[config.mk]
export PLATFORM = sky130hd
export DESIGN_NAME = flash_circular_log_sequencer_core
export DESIGN_NICKNAME = d
export VERILOG_FILES = /design/src/rtl/fcls_pkg.sv /design/src/rtl/fcls_engine.sv /design/src/rtl/flash_circular_log_sequencer_core.sv
export SDC_FILE = /design/constraint.sdc
export NUM_CORES = 1
export LEC_CHECK = 0
export ABC_AREA = 1
export BUFFER_PORTS_ARGS = -buffer_cell sky130_fd_sc_hd__buf_2
export CAP_MARGIN = 20
export CORE_ASPECT_RATIO = 1.5
export CORE_UTILIZATION = 55
export DETAILED_ROUTE_END_ITERATION = 10
export GPL_TIMING_DRIVEN = 0
export PLACE_DENSITY = 0.85
export SLEW_MARGIN = 25
export SYNTH_ARGS = -nofsm -noshare
export SYNTH_HDL_FRONTEND = slang
export SYNTH_SLANG_ARGS = --single-unit
[constraint.sdc]
create_clock -name clock -period 6.4 [get_ports clock]
set_input_delay 0.32 -clock clock [delete_from_list [all_inputs] [get_ports clock]]
set_output_delay 0.32 -clock clock [all_outputs]
set_load 0.02 [all_outputs]
[src/rtl/fcls_pkg.sv]
package fcls_pkg;

   // Default geometry
   localparam int PAGE_BYTES_DEF   = 256;
   localparam int SECTOR_BYTES_DEF = 4096;
   localparam int ADDR_BITS_DEF    = 24;

   // Fixed field widths
   localparam int CFG_ADDR_W = 24;
   localparam int LEN_W      = 16;
   localparam int PLEN_W     = 8;
   localparam int PAGE_W     = 16;
   localparam int CNT_W      = 32;

   // Register reset values
   localparam logic [CFG_ADDR_W-1:0] LOG_START_RST = 24'h001000;
   localparam logic [CFG_ADDR_W-1:0] LOG_END_RST   = 24'h0FF000;

   typedef enum logic [1:0] {
      FUNC_APPEND     = 2'd0,
      FUNC_ERASE_DONE = 2'd1,
      FUNC_PROG_DONE  = 2'd2
   } func_type;

   typedef enum logic [2:0] {
      ACT_ERASE      = 3'd0,
      ACT_PROGRAM    = 3'd1,
      ACT_DONE       = 3'd2,
      ACT_BADLEN     = 3'd3,
      ACT_FAIL       = 3'd4,
      ACT_UNEXPECTED = 3'd5
   } action_type;

   typedef enum logic [0:0] {
      CSR_LOG_START = 1'b0,
      CSR_LOG_END   = 1'b1
   } csr_index_type;

   typedef enum logic [2:0] {
      PH_IDLE  = 3'b001,
      PH_ERASE = 3'b010,
      PH_PROG  = 3'b100
   } phase_type;

   typedef struct packed {
      func_type          func;
      logic [LEN_W-1:0]  record_len;
      logic              op_ok;
   } item_type;

   typedef struct packed {
      action_type             action;
      logic [CFG_ADDR_W-1:0]  flash_addr;
      logic [PLEN_W-1:0]      program_len;
      logic [PAGE_W-1:0]      page_count;
      logic [CNT_W-1:0]       entries_written;
      logic [CNT_W-1:0]       wraps_done;
   } result_type;

endpackage

[src/rtl/fcls_engine.sv]
module fcls_engine #(
   parameter int PAGE_BYTES   = fcls_pkg::PAGE_BYTES_DEF,
   parameter int SECTOR_BYTES = fcls_pkg::SECTOR_BYTES_DEF,
   parameter int ADDR_BITS    = fcls_pkg::ADDR_BITS_DEF
) (
   input  logic                                 clock,
   input  logic                                 reset,
   input  logic                                 step_en,
   input  fcls_pkg::item_type                   item,
   input  logic [fcls_pkg::CFG_ADDR_W-1:0]      log_start,
   input  logic [fcls_pkg::CFG_ADDR_W-1:0]      log_end,
   output fcls_pkg::result_type                 result
);
   import fcls_pkg::*;

   localparam int PAGE_SHIFT   = $clog2(PAGE_BYTES);
   localparam int SECTOR_SHIFT = $clog2(SECTOR_BYTES);
   // sum width: covers start + shifted index, and address + page without wrap
   localparam int SW_A = CFG_ADDR_W + 1;
   localparam int SW_B = PAGE_W + PAGE_SHIFT + 1;
   localparam int SW_C = ADDR_BITS + 1;
   localparam int SW_AB = (SW_A > SW_B) ? SW_A : SW_B;
   localparam int SW = (SW_AB > SW_C) ? SW_AB : SW_C;

   phase_type              phase_ff, phase_in;
   logic [PAGE_W-1:0]      page_ff, page_in;
   logic [CNT_W-1:0]       entry_ff, entry_in;
   logic [CNT_W-1:0]       wrap_ff, wrap_in;
   logic [PLEN_W-1:0]      pend_len_ff, pend_len_in;
   logic [ADDR_BITS-1:0]   pend_addr_ff, pend_addr_in;

   logic                   len_bad;
   logic [SW-1:0]          addr_sum;
   logic [ADDR_BITS-1:0]   new_addr;
   logic [SW-1:0]          new_addr_ext;
   logic [SW-1:0]          pend_addr_ext;
   logic                   aligned;
   logic                   end_hit;
   action_type             act;
   logic [CFG_ADDR_W-1:0]  act_addr;
   logic [PLEN_W-1:0]      act_len;

   assign len_bad = (item.record_len == '0) ||
                    (item.record_len > LEN_W'(PAGE_BYTES - 4));
   assign addr_sum = SW'(log_start) + (SW'(page_ff) << PAGE_SHIFT);
   assign new_addr = addr_sum[ADDR_BITS-1:0];
   assign new_addr_ext = SW'(new_addr);
   assign pend_addr_ext = SW'(pend_addr_ff);
   assign aligned = (new_addr[SECTOR_SHIFT-1:0] == '0);
   assign end_hit = (pend_addr_ext + SW'(PAGE_BYTES)) >= SW'(log_end);

   always_comb begin
      phase_in     = phase_ff;
      page_in      = page_ff;
      entry_in     = entry_ff;
      wrap_in      = wrap_ff;
      pend_len_in  = pend_len_ff;
      pend_addr_in = pend_addr_ff;
      act          = ACT_UNEXPECTED;
      act_addr     = '0;
      act_len      = '0;
      unique case (item.func)
         FUNC_APPEND: begin
            if (phase_ff == PH_IDLE) begin
               if (len_bad) begin
                  act = ACT_BADLEN;
               end else begin
                  pend_addr_in = new_addr;
                  pend_len_in  = item.record_len[PLEN_W-1:0];
                  act_addr     = new_addr_ext[CFG_ADDR_W-1:0];
                  if (aligned) begin
                     phase_in = PH_ERASE;
                     act      = ACT_ERASE;
                  end else begin
                     phase_in = PH_PROG;
                     act      = ACT_PROGRAM;
                     act_len  = item.record_len[PLEN_W-1:0];
                  end
               end
            end
         end
         FUNC_ERASE_DONE: begin
            if (phase_ff == PH_ERASE) begin
               if (item.op_ok) begin
                  phase_in = PH_PROG;
                  act      = ACT_PROGRAM;
                  act_addr = pend_addr_ext[CFG_ADDR_W-1:0];
                  act_len  = pend_len_ff;
               end else begin
                  phase_in = PH_IDLE;
                  act      = ACT_FAIL;
               end
            end
         end
         FUNC_PROG_DONE: begin
            if (phase_ff == PH_PROG) begin
               phase_in = PH_IDLE;
               if (item.op_ok) begin
                  act      = ACT_DONE;
                  entry_in = entry_ff + 1'b1;
                  if (end_hit) begin
                     page_in = '0;
                     wrap_in = wrap_ff + 1'b1;
                  end else begin
                     page_in = page_ff + 1'b1;
                  end
               end else begin
                  act = ACT_FAIL;
               end
            end
         end
         default: begin
            act = ACT_UNEXPECTED;
         end
      endcase
   end

   assign result.action          = act;
   assign result.flash_addr      = act_addr;
   assign result.program_len     = act_len;
   assign result.page_count      = page_in;
   assign result.entries_written = entry_in;
   assign result.wraps_done      = wrap_in;

   always_ff @(posedge clock) begin
      if (reset) begin
         phase_ff     <= PH_IDLE;
         page_ff      <= '0;
         entry_ff     <= '0;
         wrap_ff      <= '0;
         pend_len_ff  <= '0;
         pend_addr_ff <= '0;
      end else if (step_en) begin
         phase_ff     <= phase_in;
         page_ff      <= page_in;
         entry_ff     <= entry_in;
         wrap_ff      <= wrap_in;
         pend_len_ff  <= pend_len_in;
         pend_addr_ff <= pend_addr_in;
      end
   end

endmodule

[src/rtl/flash_circular_log_sequencer_core.sv]
// Append sequencer for a page-per-record circular log in NOR flash. Each
// request transfer (append request, erase report or program report) yields
// exactly one response transfer telling the flash driver what to do next:
// erase a sector, program a page, or report done, bad length, flash failure
// or an out-of-order event. Throughput is one transfer per clock unless the
// response side stalls; a request passes the input register, then the state
// update and result register. The step logic is an add of the page offset
// and an address add and compare, so only the response stall limits the rate.
// PAGE_BYTES and SECTOR_BYTES must be powers of two. The user must write the
// two csr address registers only while no append is in flight (unenforced).
module flash_circular_log_sequencer_core #(
   parameter int PAGE_BYTES   = fcls_pkg::PAGE_BYTES_DEF,
   parameter int SECTOR_BYTES = fcls_pkg::SECTOR_BYTES_DEF,
   parameter int ADDR_BITS    = fcls_pkg::ADDR_BITS_DEF
) (
   input  logic                                 clock,
   input  logic                                 reset,
   // request channel
   input  logic                                 req_valid,
   output logic                                 req_stall,
   input  fcls_pkg::func_type                   req_func,
   input  logic [fcls_pkg::LEN_W-1:0]           req_record_len,
   input  logic                                 req_op_ok,
   // response channel
   output logic                                 rsp_valid,
   input  logic                                 rsp_stall,
   output fcls_pkg::action_type                 rsp_action,
   output logic [fcls_pkg::CFG_ADDR_W-1:0]      rsp_flash_addr,
   output logic [fcls_pkg::PLEN_W-1:0]          rsp_program_len,
   output logic [fcls_pkg::PAGE_W-1:0]          rsp_page_count,
   output logic [fcls_pkg::CNT_W-1:0]           rsp_entries_written,
   output logic [fcls_pkg::CNT_W-1:0]           rsp_wraps_done,
   // register write port
   input  logic                                 csr_valid,
   output logic                                 csr_ready,
   input  fcls_pkg::csr_index_type              csr_index,
   input  logic [fcls_pkg::CFG_ADDR_W-1:0]      csr_wdata
);
   import fcls_pkg::*;

   localparam int SECTOR_SHIFT = $clog2(SECTOR_BYTES);

   // config registers
   logic [CFG_ADDR_W-1:0]  log_start_ff;
   logic [CFG_ADDR_W-1:0]  log_end_ff;

   // input stage
   logic                   in_valid_ff, in_valid_in;
   item_type               in_item_ff;
   logic                   req_take;

   // result stage
   logic                   out_valid_ff, out_valid_in;
   result_type             out_res_ff;
   result_type             step_res;
   logic                   step_fire;

   // Item moves from the input stage into the result register when that
   // register is empty or its transfer completes this cycle.
   assign step_fire   = in_valid_ff && (!out_valid_ff || !rsp_stall);
   assign req_stall   = in_valid_ff && !step_fire;
   assign req_take    = req_valid && !req_stall;
   assign in_valid_in = req_take || (in_valid_ff && !step_fire);
   assign out_valid_in = step_fire || (out_valid_ff && rsp_stall);

   assign csr_ready = 1'b1;

   always_ff @(posedge clock) begin
      if (reset) begin
         log_start_ff <= LOG_START_RST;
         log_end_ff   <= LOG_END_RST;
      end else if (csr_valid) begin
         unique case (csr_index)
            CSR_LOG_START: log_start_ff <= csr_wdata;
            CSR_LOG_END:   log_end_ff   <= csr_wdata;
            default: begin
            end
         endcase
      end
   end

   always_ff @(posedge clock) begin
      if (reset) begin
         in_valid_ff  <= 1'b0;
         out_valid_ff <= 1'b0;
      end else begin
         in_valid_ff  <= in_valid_in;
         out_valid_ff <= out_valid_in;
      end
   end

   always_ff @(posedge clock) begin
      if (req_take) begin
         in_item_ff.func       <= req_func;
         in_item_ff.record_len <= req_record_len;
         in_item_ff.op_ok      <= req_op_ok;
      end
      if (step_fire) begin
         out_res_ff <= step_res;
      end
   end

   // phase, page index, counters and the pending command live here
   fcls_engine #(
      .PAGE_BYTES   (PAGE_BYTES),
      .SECTOR_BYTES (SECTOR_BYTES),
      .ADDR_BITS    (ADDR_BITS)
   ) u_engine (
      .clock     (clock),
      .reset     (reset),
      .step_en   (step_fire),
      .item      (in_item_ff),
      .log_start (log_start_ff),
      .log_end   (log_end_ff),
      .result    (step_res)
   );

   assign rsp_valid           = out_valid_ff;
   assign rsp_action          = out_res_ff.action;
   assign rsp_flash_addr      = out_res_ff.flash_addr;
   assign rsp_program_len     = out_res_ff.program_len;
   assign rsp_page_count      = out_res_ff.page_count;
   assign rsp_entries_written = out_res_ff.entries_written;
   assign rsp_wraps_done      = out_res_ff.wraps_done;

   // stall only back-pressures when an item is actually held
   a_stall_has_item: assert property (@(posedge clock) disable iff (reset)
      req_stall |-> in_valid_ff)
      else $error("request stalled with empty input stage");

   // an erase command always targets a sector boundary
   a_erase_aligned: assert property (@(posedge clock) disable iff (reset)
      (rsp_valid && (rsp_action == ACT_ERASE)) |->
         (rsp_flash_addr[SECTOR_SHIFT-1:0] == '0))
      else $error("erase address not sector aligned");

   // nothing is presented right after reset
   a_reset_quiet: assert property (@(posedge clock)
      $past(reset) |-> (!rsp_valid && !req_stall))
      else $error("pipeline not empty after reset");

endmodule
==> flow_summary_export.csv <==
group,metric,value,unit
synth,synth.avg_cell_area,8.45,um^2
route,wire_per_inst,17.3,um
floorplan,rows,72,
route,wirelength,39.6,mm
route,avgViaCountPerCell,5.61,
route,drc,0,
worst_setup_path,end_kind,"register",
place,placed_cell_area,15800,um^2
final_layout,antennaDiodeCount,0,
worst_setup_path,cp-startpoint,"u_engine.pend_addr_ff[8]",
cts,ctsResizeCount,0,
final_layout,nNetsFinal,2026,
sta,hold_viol_final,0,
global_routing,antenna_found_initial,0,
worst_setup_path,critical_path_required,6.70,ns
hold_path,worstHoldPathType,"in -> reg",
synth,synth_edf_count,134,
cts,cts_buffers,27,
cts,cts.hold.buffers_added,19,
place,portBuffers,164,
synth,synthMuxAreaShare,0,%
synth,synth_xor_area_share,4.17,%
place,dp_hpwl,29.2,mm
cts,clkLatencyLatePin,0.56,ns
sta,hold_ws,0.000909,ns
sta,finalWorstSetupSlack,2.27,ns
synth,yosys.area_share.simple,19.2,%
sta,fmax,242,MHz
worst_setup_path,r2r-start,"u_engine.pend_addr_ff[8]",
floorplan,die_w,134,um
final_layout,final_area,16900,um^2
worst_setup_path,cp_data_arrival_time,4.42,ns
place,dp_worst_setup_slack,2.34,ns
cts,root_buffer,"clkbuf_16",
route,ant_nets,0,
global_routing,grt_pass1_vias,12769,
cts,post_cts_buffers,0,
sta,tightest_slew,0.816,ns
hold_path,hold_start,"req_valid",
sta,setup_viol,0,
final_layout,fin_cells,2281,
global_routing,grtUsageMet1,30.1,%
cts,cts.reportedPaths.clkPinSlew,0.07,ns
global_routing,grtUsageMet2,53.0,%
floorplan,start_util,56.0,%
place,dp_cells,2213,
sta,rsz0062_at_grt,"no",
floorplan,core-area,25900,um^2
synth,synth_seq_area_share,50.6,%
power,peakVddDrop,0.193,mV
synth,async_reset_ff_share,0,%
power,p_total,4.28,mW
floorplan,io_pins,167,
sta,min_period,4.13,ns
final_layout,syn2layout_area_growth,16.4,%
sta,drv_slew,0,
final_layout,final_common_cell,"nand2_1",
run_status,status,"complete, no violations",
cts,cts_htree_levels,1,
synth,yosysWarnings,0,
cts,cts_buffer_depth,3,
synth,synth_top_family_by_area,"simple AND/OR/NAND/NOR gates",
synth,yosysUniqueCellTypes,51,
power,powerDensity,254,nW/um^2
synth,syn_nets,1812,
synth,synth-seq-cells,299,
global_routing,grt_use_met3,4.07,%
power,cellLeakagePower,7.55,nW
synth,synth_compound_area_share,12.8,%
cts,cts_tree,"done",
global_routing,grt_max_degree,49,
global_routing,busiest_layer,"met2",
final_layout,layout-drive-gt1-share,13.4,%
global_routing,grt.overflow.total,0,
global_routing,grt_pass1_wl,61.9,mm
global_routing,grtUsageTotal,29.4,%
place,gp_congestion,0.946,
floorplan,die_area,27000,um^2
floorplan,fp.dieH,201,um
synth,syn-cell-area,14500,um^2
route,vias,12806,
worst_setup_path,cp_max_fo,10,
worst_setup_path,start_kind,"register",
route,drt_iter0_drc,1057,
sta,final.period_utilization,64.5,%
worst_setup_path,critPathKind,"reg -> reg",
synth,syn_inst,1714,
synth,synthAdderAreaFrac,4.29,%
job,maxCapViolations,0,
synth,synth_ff_type,"dfxtp_1",
route,drt_pass1_iterations,8,
cts,cts.sinks,299,
sta,slew_headroom,45.6,%
sta,fin_skew,0.0180,ns
final_layout,final_cell_mix,"nand2_1 (281), inv_1 (265), buf_2 (174)",
-- area by class of cell --
cell class	instances	area, um^2
multi-input combinational	1079	5870
sequential	299	7330
timing repair buffer	185	1060
fill	2006	9000
inverter	272	1020
tap	333	417
buffer	64	279
clock inverter	10	129
clock buffer	39	761
-- cell families (layout without fill, tap and decap cells) --
logic type               Yosys count  in the layout
AO/OA/AOI/OAI                    348            348
XOR/XNOR                          69             69
adder cells (fa/ha/maj)           49             49
buffers and inverters            336            570
flip-flops                       299            299
other                              1              1
AND/OR/NAND/NOR                  612            612
-- path summary, 6_finish.rpt --
check                           end  slack, ns  cells past startpoint
setup reg to reg  rsp_wraps_done[3]       2.27                     22
hold / removal          in_valid_ff     0.0009                      2
hold reg to reg       log_end_ff[7]       0.47                      2
setup / recovery  rsp_wraps_done[3]       2.27                     22
-- synthesized netlist by cell type (3+ instances only) --
cell	instances	area share [%]
nor2_1	135	3.5
nand3b_1	3	0.16
nor4_1	13	0.56
nand2_1	281	7.3
nand2_2	6	0.26
xnor2_1	15	0.91
o22ai_1	5	0.22
nand4_1	32	1.4
a21o_1	4	0.21
buf_2	10	0.35
nand3_1	81	2.8
clkbuf_1	46	1.2
o21ai_0	136	4.7
dfxtp_1	165	23
xor2_1	54	3.3
or2_1	6	0.26
nor3_2	4	0.28
a211oi_1	4	0.21
inv_2	5	0.13
o21ai_1	23	0.79
inv_1	265	6.9
ha_1	48	4.1
a22o_1	8	0.48
nor2_2	8	0.35
o211ai_1	8	0.41
buf_1	5	0.13
nand3_2	8	0.55
edfxtp_1	134	28
a21oi_1	150	5.2
nor2_4	3	0.23
nor3_1	22	0.76
-- critical path, stage by stage (launching register included) --
cell and delay (ns):
dfxtp_1 0.33, inv_1 0.09, nor3_1 0.30, nand2_1 0.15, nor3_2 0.17, nand2_1 0.11, nor3_1 0.28, nand2_1 0.08
nor2_1 0.16, xor2_1 0.09, ha_1 0.29, nand2_1 0.14, nor2_1 0.14, nand2_1 0.06, nor2_1 0.18, nand2_1 0.09
a21oi_1 0.23, nor2_4 0.06, nand2_4 0.17, buf_2 0.28, nand3_1 0.13, xor2_1 0.25, inv_1 0.07
-- through the flow --
| stage | util, % | setup TNS (ns) |
|---|---|---|
| after floorplan | - | 0 |
| after global placement | 60.8 | -48.28 |
| after detailed placement | 61.0 | 0 |
| after CTS | 65.2 | 0 |
| after global routing | 65.2 | 0 |
| final | 65.2 | 0 |
-- per-layer routing --
| metal | vias up | share of wire [%] |
|---|---|---|
| li1 | 6103 | - |
| met4 | 0 | 7.9 |
| met3 | 184 | 7.0 |
| met5 | - | 0 |
| met2 | 633 | 51 |
| met1 | 5886 | 34 |
-- report_power, final --
group	leakage [nW]	internal [mW]	switching (mW)
registers	2.63	2.10	0.0624
logic	4.49	0.148	0.312
clock network	0.429	0.945	0.710
-- flip-flops by register name, indices dropped and copies added, names as in the netlist --
name                   flops
log_end_ff                24
u_engine.page_ff          16
u_engine.phase_ff          3
in_valid_ff                1
rsp_program_len            8
rsp_action                 3
log_start_ff              24
rsp_valid                  1
rsp_entries_written       32
u_engine.entry_ff         32
rsp_page_count            16
rsp_wraps_done            32
u_engine.wrap_ff          32
in_item_ff                19
u_engine.pend_len_ff       8
rsp_flash_addr            24
u_engine.pend_addr_ff     24
Note: power is estimated with default switching activity, not from simulation.
